File: config.mk
export PLATFORM = sky130hd
export DESIGN_NAME = linear_interp_upsampler_core
export DESIGN_NICKNAME = d
export VERILOG_FILES = /design/src/design/lius_pkg.sv /design/src/design/lius_front.sv /design/src/design/lius_queue.sv /design/src/design/lius_back.sv /design/src/design/linear_interp_upsampler_core.sv
export SDC_FILE = /design/constraint.sdc
export NUM_CORES = 1
export LEC_CHECK = 0
export BUFFER_PORTS_ARGS = -buffer_cell sky130_fd_sc_hd__buf_2
export CAP_MARGIN = 20
export CORE_AREA = 2 2 195 197
export CTS_BUF_LIST = sky130_fd_sc_hd__clkbuf_4 sky130_fd_sc_hd__clkbuf_8
export CTS_CLUSTER_DIAMETER = 100
export CTS_CLUSTER_SIZE = 25
export DETAILED_ROUTE_END_ITERATION = 10
export DIE_AREA = 0 0 197 199
export GPL_TIMING_DRIVEN = 0
export PLACE_DENSITY = 0.86
export SYNTH_ARGS = -nofsm -noshare
export SYNTH_HDL_FRONTEND = slang
export SYNTH_SLANG_ARGS = --single-unit
File: constraint.sdc
create_clock -name clk -period 21.7 [get_ports clk]
set_input_delay 2.17 -clock clk [delete_from_list [all_inputs] [get_ports clk]]
set_output_delay 2.17 -clock clk [all_outputs]
set_load 0.005 [all_outputs]
File: src/design/lius_pkg.sv
// Shared types and constants for the linear interpolation upsampler.
`default_nettype none

package lius_pkg;

    // Sample width of the data path
    localparam int SAMPLE_BITS = 24;

    // Factor register
    localparam int              FACTOR_BITS  = 7;
    localparam logic [6:0]      FACTOR_RESET = 7'd4;
    localparam logic [2:0]      ADDR_FACTOR  = 3'd0;

    // Quotient bits resolved per divider cycle
    localparam int DIV_DIGIT = 8;

    typedef struct packed {
        logic signed [SAMPLE_BITS-1:0] sample_value;
        logic                          starts_trial;
    } in_item_t;

    typedef struct packed {
        logic signed [SAMPLE_BITS-1:0] interp_value;
        logic                          last_of_run;
    } out_item_t;

endpackage

`default_nettype wire

File: src/design/lius_front.sv
// Front end: takes samples, keeps the stored sample and divides the step by L.
`default_nettype none

module lius_front
    import lius_pkg::*;
#(
    parameter int MAX_FACTOR = 64,
    parameter int FW         = 7,
    parameter int EW         = 2 * SAMPLE_BITS + 1 + 2 * FW
) (
    input  wire logic                   clk,
    input  wire logic                   rst_n,
    input  wire logic                   in_valid,
    output logic                        in_ready,
    input  wire in_item_t               in_data,
    input  wire logic [FACTOR_BITS-1:0] factor,
    output logic                        push_valid,
    input  wire logic                   push_ready,
    output logic [EW-1:0]               push_data
);

    localparam int SB    = SAMPLE_BITS;
    localparam int NSTEP = (SB + DIV_DIGIT - 1) / DIV_DIGIT;
    localparam int NB    = NSTEP * DIV_DIGIT;
    localparam int CW    = (NSTEP > 1) ? $clog2(NSTEP) : 1;

    typedef enum logic [1:0] {
        ST_IDLE,
        ST_DIV,
        ST_PUSH
    } state_t;

    state_t          state_reg;
    logic            have_reg;
    logic [CW-1:0]   step_reg;

    logic [SB-1:0]   prev_reg;
    logic [SB-1:0]   base_reg;
    logic            neg_reg;
    logic [NB-1:0]   num_reg;
    logic [NB-1:0]   quo_reg;
    logic [FW-1:0]   rem_reg;
    logic [FW-1:0]   l_reg;

    logic [NB-1:0]   num_next;
    logic [NB-1:0]   quo_next;
    logic [FW-1:0]   rem_next;

    logic [FW-1:0]   fac_eff;
    logic            in_fire;
    logic            store_only;
    logic [SB:0]     diff;
    logic [SB:0]     mag;
    logic [SB:0]     qm_ext;
    logic [SB:0]     qd;
    logic [FW-1:0]   rd;

    // Effective factor: zero acts as one, large values clamp to the maximum
    always_comb
    begin
        if (factor == '0)
            fac_eff = FW'(1);
        else if (int'(factor) > MAX_FACTOR)
            fac_eff = FW'(MAX_FACTOR);
        else
            fac_eff = FW'(factor);
    end

    assign in_ready   = (state_reg == ST_IDLE);
    assign in_fire    = in_valid && in_ready;
    assign store_only = in_data.starts_trial || !have_reg;

    // Step between stored and new sample, and its magnitude
    assign diff = {in_data.sample_value[SB-1], in_data.sample_value}
                - {prev_reg[SB-1], prev_reg};
    assign mag  = diff[SB] ? (~diff + 1'b1) : diff;

    // Restoring division, DIV_DIGIT quotient bits per cycle
    always_comb
    begin
        logic [FW:0] trial;
        rem_next = rem_reg;
        num_next = num_reg;
        quo_next = quo_reg;
        for (int i = 0; i < DIV_DIGIT; i++)
        begin
            trial    = {rem_next, num_next[NB-1]};
            num_next = num_next << 1;
            if (trial >= {1'b0, l_reg})
            begin
                rem_next = FW'(trial - {1'b0, l_reg});
                quo_next = {quo_next[NB-2:0], 1'b1};
            end
            else
            begin
                rem_next = trial[FW-1:0];
                quo_next = {quo_next[NB-2:0], 1'b0};
            end
        end
    end

    // Floor for negative step: q = -qm - 1, r = L - rm; if rm = 0, q = -qm, r = 0
    assign qm_ext = {1'b0, quo_reg[SB-1:0]};
    always_comb
    begin
        if (!neg_reg)
        begin
            qd = qm_ext;
            rd = rem_reg;
        end
        else if (rem_reg == '0)
        begin
            qd = ~qm_ext + 1'b1;
            rd = '0;
        end
        else
        begin
            qd = ~qm_ext;
            rd = l_reg - rem_reg;
        end
    end

    assign push_valid = (state_reg == ST_PUSH);
    assign push_data  = {base_reg, qd, rd, l_reg};

    // Control state
    always_ff @(posedge clk or negedge rst_n)
    begin
        if (!rst_n)
        begin
            state_reg <= ST_IDLE;
            have_reg  <= 1'b0;
            step_reg  <= '0;
        end
        else
        begin
            case (state_reg)
                ST_IDLE:
                begin
                    if (in_fire)
                    begin
                        have_reg <= 1'b1;
                        step_reg <= '0;
                        if (!store_only)
                            state_reg <= ST_DIV;
                    end
                end
                ST_DIV:
                begin
                    if (step_reg == CW'(NSTEP - 1))
                        state_reg <= ST_PUSH;
                    else
                        step_reg <= step_reg + 1'b1;
                end
                ST_PUSH:
                begin
                    if (push_ready)
                        state_reg <= ST_IDLE;
                end
                default:
                begin
                    state_reg <= ST_IDLE;
                end
            endcase
        end
    end

    // Data path registers
    always_ff @(posedge clk)
    begin
        if (in_fire)
        begin
            prev_reg <= in_data.sample_value;
            base_reg <= prev_reg;
            neg_reg  <= diff[SB];
            num_reg  <= NB'(mag[SB-1:0]);
            quo_reg  <= '0;
            rem_reg  <= '0;
            l_reg    <= fac_eff;
        end
        else if (state_reg == ST_DIV)
        begin
            num_reg <= num_next;
            quo_reg <= quo_next;
            rem_reg <= rem_next;
        end
    end

endmodule

`default_nettype wire

File: src/design/lius_queue.sv
// Two-entry queue between the front end and the result generator.
`default_nettype none

module lius_queue #(
    parameter int WIDTH = 64
) (
    input  wire logic             clk,
    input  wire logic             rst_n,
    input  wire logic             push_valid,
    output logic                  push_ready,
    input  wire logic [WIDTH-1:0] push_data,
    output logic                  pop_valid,
    input  wire logic             pop_ready,
    output logic [WIDTH-1:0]      pop_data
);

    localparam int DEPTH = 2;
    localparam int AW    = $clog2(DEPTH);

    logic [WIDTH-1:0] mem_reg [DEPTH];
    logic [AW-1:0]    wr_ptr_reg;
    logic [AW-1:0]    rd_ptr_reg;
    logic [AW:0]      count_reg;
    logic             push_fire;
    logic             pop_fire;

    assign push_ready = (count_reg != (AW+1)'(DEPTH));
    assign pop_valid  = (count_reg != '0);
    assign pop_data   = mem_reg[rd_ptr_reg];
    assign push_fire  = push_valid && push_ready;
    assign pop_fire   = pop_valid && pop_ready;

    // Pointers and fill level
    always_ff @(posedge clk or negedge rst_n)
    begin
        if (!rst_n)
        begin
            wr_ptr_reg <= '0;
            rd_ptr_reg <= '0;
            count_reg  <= '0;
        end
        else
        begin
            if (push_fire)
                wr_ptr_reg <= wr_ptr_reg + 1'b1;
            if (pop_fire)
                rd_ptr_reg <= rd_ptr_reg + 1'b1;
            if (push_fire && !pop_fire)
                count_reg <= count_reg + 1'b1;
            else if (pop_fire && !push_fire)
                count_reg <= count_reg - 1'b1;
        end
    end

    // Entry storage
    always_ff @(posedge clk)
    begin
        if (push_fire)
            mem_reg[wr_ptr_reg] <= push_data;
    end

endmodule

`default_nettype wire

File: src/design/lius_back.sv
// Result generator: steps quotient and remainder to emit L interpolated values.
`default_nettype none

module lius_back
    import lius_pkg::*;
#(
    parameter int FW = 7,
    parameter int EW = 2 * SAMPLE_BITS + 1 + 2 * FW
) (
    input  wire logic          clk,
    input  wire logic          rst_n,
    input  wire logic          pop_valid,
    output logic               pop_ready,
    input  wire logic [EW-1:0] pop_data,
    output logic               out_valid,
    input  wire logic          out_ready,
    output out_item_t          out_data
);

    localparam int SB = SAMPLE_BITS;

    logic            active_reg;
    logic [FW-1:0]   k_reg;
    logic            out_valid_reg;
    out_item_t       out_data_reg;

    logic [SB-1:0]   base_reg;
    logic [SB:0]     qd_reg;
    logic [FW-1:0]   rd_reg;
    logic [FW-1:0]   l_reg;
    logic [SB:0]     q_reg;
    logic [FW-1:0]   r_reg;

    logic [SB:0]     q_next;
    logic [FW-1:0]   r_next;
    logic [FW:0]     r_sum;
    logic [SB:0]     value;
    logic            emit;
    logic            last;
    logic            pop_fire;

    assign emit      = active_reg && (!out_valid_reg || out_ready);
    assign last      = (k_reg == l_reg - 1'b1);
    assign pop_ready = !active_reg || (emit && last);
    assign pop_fire  = pop_valid && pop_ready;

    // Current result: stored sample plus accumulated quotient
    assign value = {base_reg[SB-1], base_reg} + q_reg;

    // Next k: add the step's quotient and remainder, carry on remainder wrap
    assign r_sum = {1'b0, r_reg} + {1'b0, rd_reg};
    always_comb
    begin
        if (r_sum >= {1'b0, l_reg})
        begin
            r_next = FW'(r_sum - {1'b0, l_reg});
            q_next = q_reg + qd_reg + 1'b1;
        end
        else
        begin
            r_next = r_sum[FW-1:0];
            q_next = q_reg + qd_reg;
        end
    end

    assign out_valid = out_valid_reg;
    assign out_data  = out_data_reg;

    // Control state
    always_ff @(posedge clk or negedge rst_n)
    begin
        if (!rst_n)
        begin
            active_reg    <= 1'b0;
            k_reg         <= '0;
            out_valid_reg <= 1'b0;
        end
        else
        begin
            if (emit)
                out_valid_reg <= 1'b1;
            else if (out_ready)
                out_valid_reg <= 1'b0;

            if (pop_fire)
            begin
                active_reg <= 1'b1;
                k_reg      <= '0;
            end
            else if (emit)
            begin
                k_reg <= k_reg + 1'b1;
                if (last)
                    active_reg <= 1'b0;
            end
        end
    end

    // Data path registers
    always_ff @(posedge clk)
    begin
        if (emit)
        begin
            out_data_reg.interp_value <= value[SB-1:0];
            out_data_reg.last_of_run  <= last;
        end

        if (pop_fire)
        begin
            l_reg    <= pop_data[FW-1:0];
            rd_reg   <= pop_data[2*FW-1:FW];
            qd_reg   <= pop_data[2*FW+SB:2*FW];
            base_reg <= pop_data[EW-1:2*FW+SB+1];
            q_reg    <= '0;
            r_reg    <= '0;
        end
        else if (emit)
        begin
            q_reg <= q_next;
            r_reg <= r_next;
        end
    end

`ifndef ASSERT_OFF
    // Remainder stays reduced while a run is in progress
    a_rem_reduced: assert property (@(posedge clk) disable iff (!rst_n)
        active_reg |-> (r_reg < l_reg))
        else $error("remainder not below factor");

    // Run index never passes the factor
    a_k_bound: assert property (@(posedge clk) disable iff (!rst_n)
        active_reg |-> (k_reg < l_reg))
        else $error("run index out of range");

    // A new entry starts a fresh run
    a_run_start: assert property (@(posedge clk) disable iff (!rst_n)
        pop_fire |=> (active_reg && k_reg == '0))
        else $error("run did not restart on new entry");
`endif

endmodule

`default_nettype wire

File: src/design/linear_interp_upsampler_core.sv
// Top level of the linear interpolation upsampler with its APB register.
//
//  channel   direction  handshake              payload
//  in        sink       in_valid / in_ready    in_item_t  (sample_value, starts_trial)
//  out       source     out_valid / out_ready  out_item_t (interp_value, last_of_run)
//  apb       slave      psel / penable         upsample_factor at address 0
//
// A stored-only sample is only accepted and stored. Any other sample passes the front
// end as accept, radix-256 division, queue push, and no new sample is taken until it
// is pushed; its L results then leave at one per cycle unless the output stalls.
// Reset is asynchronous; no clearing pass is needed. A stalled output holds its
// transfer; the two-entry queue lets the front end keep dividing meanwhile.
`default_nettype none

module linear_interp_upsampler_core
    import lius_pkg::*;
#(
    parameter int MAX_FACTOR = 64
) (
    input  wire logic        clk,
    input  wire logic        rst_n,
    input  wire logic        in_valid,
    output logic             in_ready,
    input  wire in_item_t    in_data,
    output logic             out_valid,
    input  wire logic        out_ready,
    output out_item_t        out_data,
    input  wire logic        psel,
    input  wire logic        penable,
    input  wire logic        pwrite,
    input  wire logic [2:0]  paddr,
    input  wire logic [31:0] pwdata,
    output logic [31:0]      prdata,
    output logic             pready
);

    localparam int FW = $clog2(MAX_FACTOR + 1);
    localparam int EW = 2 * SAMPLE_BITS + 1 + 2 * FW;

    logic [FACTOR_BITS-1:0] factor_reg;
    logic                   push_valid;
    logic                   push_ready;
    logic [EW-1:0]          push_data;
    logic                   pop_valid;
    logic                   pop_ready;
    logic [EW-1:0]          pop_data;

    // Register port
    assign pready = 1'b1;
    assign prdata = (paddr == ADDR_FACTOR) ? {{(32-FACTOR_BITS){1'b0}}, factor_reg} : '0;

    always_ff @(posedge clk or negedge rst_n)
    begin
        if (!rst_n)
            factor_reg <= FACTOR_RESET;
        else if (psel && penable && pwrite && pready && paddr == ADDR_FACTOR)
            factor_reg <= pwdata[FACTOR_BITS-1:0];
    end

    lius_front #(
        .MAX_FACTOR (MAX_FACTOR),
        .FW         (FW),
        .EW         (EW)
    ) u_front (
        .clk        (clk),
        .rst_n      (rst_n),
        .in_valid   (in_valid),
        .in_ready   (in_ready),
        .in_data    (in_data),
        .factor     (factor_reg),
        .push_valid (push_valid),
        .push_ready (push_ready),
        .push_data  (push_data)
    );

    lius_queue #(
        .WIDTH (EW)
    ) u_queue (
        .clk        (clk),
        .rst_n      (rst_n),
        .push_valid (push_valid),
        .push_ready (push_ready),
        .push_data  (push_data),
        .pop_valid  (pop_valid),
        .pop_ready  (pop_ready),
        .pop_data   (pop_data)
    );

    lius_back #(
        .FW (FW),
        .EW (EW)
    ) u_back (
        .clk       (clk),
        .rst_n     (rst_n),
        .pop_valid (pop_valid),
        .pop_ready (pop_ready),
        .pop_data  (pop_data),
        .out_valid (out_valid),
        .out_ready (out_ready),
        .out_data  (out_data)
    );

endmodule

`default_nettype wire
==> impl_metrics.yaml, run 1 <==
placed_design:
  numPortBuffers: 75
  hpwl_um: 36500
  gp_congestion: 0.942
setup_path:
  crit_slowest_cell: "edfxtp_1"
  critPathArrivalTime_ps: 20340
  crit_type: "reg2reg"
  worst_setup_path_start_kind: "flop"
  slowest_delay_ps: 830
  crit_fanout: 11
  required_ps: 22180
  endpoint_kind: "flop"
  worst_path_most_repeated_cell: "o21ai_0"
sta:
  fmax_mhz: 50.3
  skew_ps: 47.4
  finalCritPeriodShare_pct: 91.6
  rsz0062_at_grt: "false"
  drv_slew: 0
  setup_violations: 0
  tns_ps: 0
  finalHoldViolCount: 0
  final.min_clock_period_ps: 19870
  worst_pin_slew_ps: 1050
  slew_headroom_pct: 29.6
detailed_routing:
  drc: 0
  wl_per_cell_um: 17.9
  detail_route.wirelength_um: 48100
  dr_total_vias: 16200
  drtIter0Drc: 1409
  detail_route.vias_per_cell: 6.05
  antenna_left: 0
  drt_first_pass_iters: 5
global_route:
  top_usage_layer: "met2"
  grtUsageMet1_pct: 31.1
  grt_max_degree: 66
  grt_pass1_vias: 16100
  antenna_found_initial: 0
  grt_pass1_wl_um: 77900
  grtUsageMet3_pct: 2.20
  grt_overflow: 0
  grt_util_met2_pct: 43.6
  grt.total_usage_pct: 24.6
logic_synthesis:
  synthTopCellsByArea: "edfxtp_1 39%, ha_1 8.6%, dfxtp_1 5.6%"
  synth-simple-area-share_pct: 12.4
  synth_area_per_cell_um2: 10.8
  yosys.area.top_type: "edfxtp_1"
  synth_top_family_by_area: "compound AO/OA/AOI/OAI gates"
  yosysTopAreaCellShare_pct: 39.2
  synth_xor_area_share_pct: 6.72
  synth_flop_cell: "edfxtp_1"
  async_reset_ff_share_pct: 6.61
  synth_compound_area_share_pct: 14.4
  synth_cells: 2065
  muxShareOfSynthArea_pct: 4.89
  yosysWarnings: 0
  synth_cell_types: 93
  netlist_area_um2: 22300
  synth_fa_ha_area_share_pct: 9.85
  yosysSeqAreaShare_pct: 47.6
  synth_edf_count: 291
  synth_seq_cells: 378
cts:
  numCtsBuffers: 20
  cts_tree: "yes"
  cts_sinks: 378
  ctsHtreeMaxLevel: 1
  cts_root_buf: "clkbuf_8"
  ctsLongestPathBuffers: 3
  clkLatencyLatePin_ps: 630
  clk_pin_slew_ps: 150
  cts-hold-fix-buffers: 0
  cts_resized: 0
final_layout:
  fillers: 2794
  layout_common_cells: "291 x edfxtp_1, 153 x ha_1, 140 x nor2_1"
  largest_register_ffs: 124
  final_common_cell: "edfxtp_1"
  diodes: 0
  fin_util_pct: 64.3
  syn_to_final_growth_pct: 7.10
  layout-drive-gt1-share_pct: 12.7
  finalNetCount: 2425
die:
  pin_count: 127
  rows: 71
  start_util_pct: 60.0
  dieArea_um2: 39200
  coreArea_um2: 37100
  fp.dieH_um: 199
  die_w_um: 197
run_status:
  status: "completed"
run:
  maxCapViolations: 0
min_path:
  hp-class: "reg2reg"
-- what timing repair did --
action,4_1_cts,5_1_grt
endpoints found under the hold margin,0,0
endpoints found under the setup margin,0,8
setup buffers,0,3
-- cell usage after synthesis, drive strengths merged (25+ instances only) --
cell type    n
o211ai      28
edfxtp     291
inv        125
nor2b       42
nor2       140
xor2        56
ha         153
a21o        30
or2         25
clkbuf      42
nand3       35
mux2        81
dfxtp       62
nand2b      30
a211oi      30
xnor2      115
nor3        41
o21ai      143
buf         41
nand2      140
a21oi       92
-- metrics by stage --
step / cells / hold WS, ps / area, um2 / setup slack (ps)
finish: 2679 / 463 / 23900 / 1830
global route: 2679 / 479 / 23900 / 255
CTS: 2676 / 463 / 23800 / 1600
detailed placement: 2640 / 433 / 23400 / 1720
global placement: 2638 / 426 / 23300 / 2240
floorplan: 2089 / 421 / 22400 / 5390
-- layer usage --
layer / share of wire [%] / vias up
met3: 5.2 / 126
met4: 3.6 / 0
li1: - / 7743
met1: 42 / 7743
met2: 49 / 583
met5: 0 / -
-- cell type report --
cell class	count	area (um2)	area share, %
clock inverter	4	67.6	0.283
inverter	127	477	2.00
sequential	378	10600	44.4
tap	474	593	2.48
clock buffer	32	365	1.53
timing repair buffer	80	450	1.89
multi-input combinational	1501	10900	45.6
buffer	83	434	1.82
-- worst paths after layout --
kind	start	endpoint	slack (ps)	cells past startpoint
worst min register to register	u_front.base_reg[18]$_DFFE_PP_	u_queue.mem_reg[1][57]$_DFFE_PP_	460	0
worst max-delay path	u_front.l_reg[0]$_SDFFCE_PP1P_	u_front.rem_reg[3]$_SDFFE_PP0P_	1830	83
worst max register to register	u_front.l_reg[0]$_SDFFCE_PP1P_	u_front.rem_reg[3]$_SDFFE_PP0P_	1830	83
worst min-delay path	u_front.base_reg[18]$_DFFE_PP_	u_queue.mem_reg[1][57]$_DFFE_PP_	460	0
max in group asynchronous	rst_n	factor_reg[0]$_DFFE_PN0P_	19670	1
min in group asynchronous	rst_n	factor_reg[6]$_DFFE_PN0P_	1560	1
-- logic make-up (layout without fill, tap and decap cells) --
group | after synthesis | in the layout
XOR/XNOR | 171 | 171
AND/OR/NAND/NOR | 556 | 556
other | 2 | 26
AO/OA/AOI/OAI | 483 | 483
adder cells (fa/ha/maj) | 167 | 167
flip-flops | 378 | 378
buffers and inverters | 210 | 326
multiplexers | 98 | 98
-- worst max-delay path: cells and delay by family, from the launching register on --
family | cells | cell delay [ps]
AND/OR/NAND/NOR | 18 | 2810
buffers and inverters | 8 | 1500
multiplexers | 1 | 330
AO/OA/AOI/OAI | 47 | 11190
adder cells (fa/ha/maj) | 9 | 3010
flip-flops | 1 | 830
Power of run 1 is not shown: default switching activity piles up to over one toggle a cycle in this logic, so the estimate is an artifact.
==> run 2: changes to the inputs <==
Settings changed: CORE_AREA 2 2 195 197 to 2 2 148 258, DIE_AREA 0 0 197 199 to 0 0 150 260, RECOVER_POWER set to 25.
==> run 2 against run 1 <==
Compared with the run above:
- wire length increased by 5.8%
- cell area fell by 0.16%
- sequential share of layout area grew 0.070 points
- the flow now finishes with violations (capacitance limit, slew limit)
==> impl_metrics.yaml, run 2 (synthesis gave the netlist of run 1 again) <==
setup_path:
  crit_type: "reg2reg"
  worst_setup_path_start_kind: "flop"
  required_ps: 22140
  worst_path_most_repeated_cell: "o21ai_0"
  crit_fanout: 10
  slowest_delay_ps: 620
  crit_slowest_cell: "o31ai_1"
  endpoint_kind: "flop"
  critPathArrivalTime_ps: 20430
cts:
  cts_root_buf: "clkbuf_8"
  clk_pin_slew_ps: 150
  clkLatencyLatePin_ps: 610
  cts-hold-fix-buffers: 0
  numCtsBuffers: 19
  ctsHtreeMaxLevel: 1
  cts_tree: "yes"
  ctsLongestPathBuffers: 3
  cts_sinks: 378
die:
  fp.dieH_um: 260
  rows: 93
  coreArea_um2: 36800
  die_w_um: 150
  pin_count: 127
  start_util_pct: 60.6
  dieArea_um2: 39000
global_route:
  grt_max_degree: 66
  antenna_found_initial: 1
  grt_pass1_vias: 16400
  grt_pass1_wl_um: 81100
  grt.total_usage_pct: 26.2
  grt_overflow: 0
sta:
  finalHoldViolCount: 0
  setup_violations: 0
  drv_slew: 25
  finalWorstSetupSlack_ps: 1710
  finalCritPeriodShare_pct: 92.1
  slew_headroom_pct: -0.209
  rsz0062_at_grt: "false"
  worst_pin_slew_ps: 1500
  skew_ps: 56.1
  tns_ps: 0
  fmax_mhz: 50.0
  final.min_clock_period_ps: 19990
detailed_routing:
  drtIter0Drc: 934
  wl_per_cell_um: 18.9
  dr_total_vias: 16300
  detail_route.wirelength_um: 50800
  antenna_left: 0
  drt_first_pass_iters: 5
  drc: 0
  detail_route.vias_per_cell: 6.06
final_layout:
  final_common_cell: "edfxtp_1"
  layout_common_cells: "291 x edfxtp_1, 153 x ha_1, 140 x nor2_1"
  syn_to_final_growth_pct: 6.93
  multi_input_area_um2: 10900
  largest_register_ffs: 124
  design_area_um2: 23800
  finalNetCount: 2429
  fillers: 2794
  regArea_um2: 10600
  layout-drive-gt1-share_pct: 11.6
placed_design:
  pre_cts_ws_ps: 1270
  hpwl_um: 39000
  placed_area_um2: 23400
  numPortBuffers: 75
  gp_congestion: 0.968
run_status:
  violations: "capacitance limit, slew limit"
  status: "finished, violations left"
min_path:
  hp-class: "reg2reg"
run:
  maxCapViolations: 1
## run 2: cell types whose count changed in the layout (fill, tap and decap cells not counted), sizes merged
cell | previous run | this run
clkbuf | 74 | 98
buf | 121 | 101
inv | 127 | 125
clkinv | 4 | 3
clkinvlp | 0 | 1
diode | 0 | 1
## run 2: critical path, delay by kind of cell (launching register included)
| family | cells | cell delay [ps] |
|---|---|---|
| DFF | 1 | 500 |
| and+or+nand+nor | 17 | 2680 |
| muxes | 1 | 310 |
| adders and majority gates | 8 | 2940 |
| buffers and inverters | 8 | 1820 |
| AOI/OAI and AO/OA | 47 | 11570 |
## run 2: what timing repair did
action,4_1_cts,5_1_grt
buffers inserted,0,7
setup endpoints to repair,0,8
hold endpoints to repair,0,0
gates resized for setup,0,1
## run 2: final timing paths
| path | from | endpoint | slack (ps) | cells past startpoint |
|---|---|---|---|---|
| min in group asynchronous | rst_n | u_back.k_reg[3]$_DFFE_PN0P_ | 1900 | 1 |
| hold / removal | u_front.base_reg[1]$_DFFE_PP_ | u_queue.mem_reg[0][40]$_DFFE_PP_ | 470 | 0 |
| hold reg to reg | u_front.base_reg[1]$_DFFE_PP_ | u_queue.mem_reg[0][40]$_DFFE_PP_ | 470 | 0 |
| setup / recovery | u_front.l_reg[1]$_SDFFCE_PP0P_ | u_front.rem_reg[1]$_SDFFE_PP0P_ | 1710 | 81 |
| max in group asynchronous | rst_n | factor_reg[0]$_DFFE_PN0P_ | 18890 | 1 |
| setup reg to reg | u_front.l_reg[1]$_SDFFCE_PP0P_ | u_front.rem_reg[1]$_SDFFE_PP0P_ | 1710 | 81 |
## run 2: metrics by stage
stage / std cells / hold slack (ps) / utilization [%]
after floorplan: 2089 / 421 / -
after CTS: 2675 / 466 / 64.8
after detailed placement: 2642 / 434 / 63.7
after global placement: 2639 / 425 / 63.5
final: 2683 / 466 / 64.8
after global routing: 2683 / 475 / 64.8
## run 2: cell type report
cell class	instances	area share, %
multi-input combinational	1501	45.6
sequential	378	44.5
tap	475	2.49
inverter	127	2.00
timing repair buffer	85	1.91
buffer	83	1.82
clock buffer	31	1.47
clock inverter	2	0.157
antenna	1	0.0105
## run 2: metal layers
metal  vias to the layer above  global-route usage [%]  wire [um]
met5                         -                       0          0
met3                       202                    2.05       1540
met1                      7827                    27.2      18300
li1                       7757                       -          -
met2                       481                    48.8      27100
met4                         0                    18.4       3910
Power of run 2 is left out for the same reason.
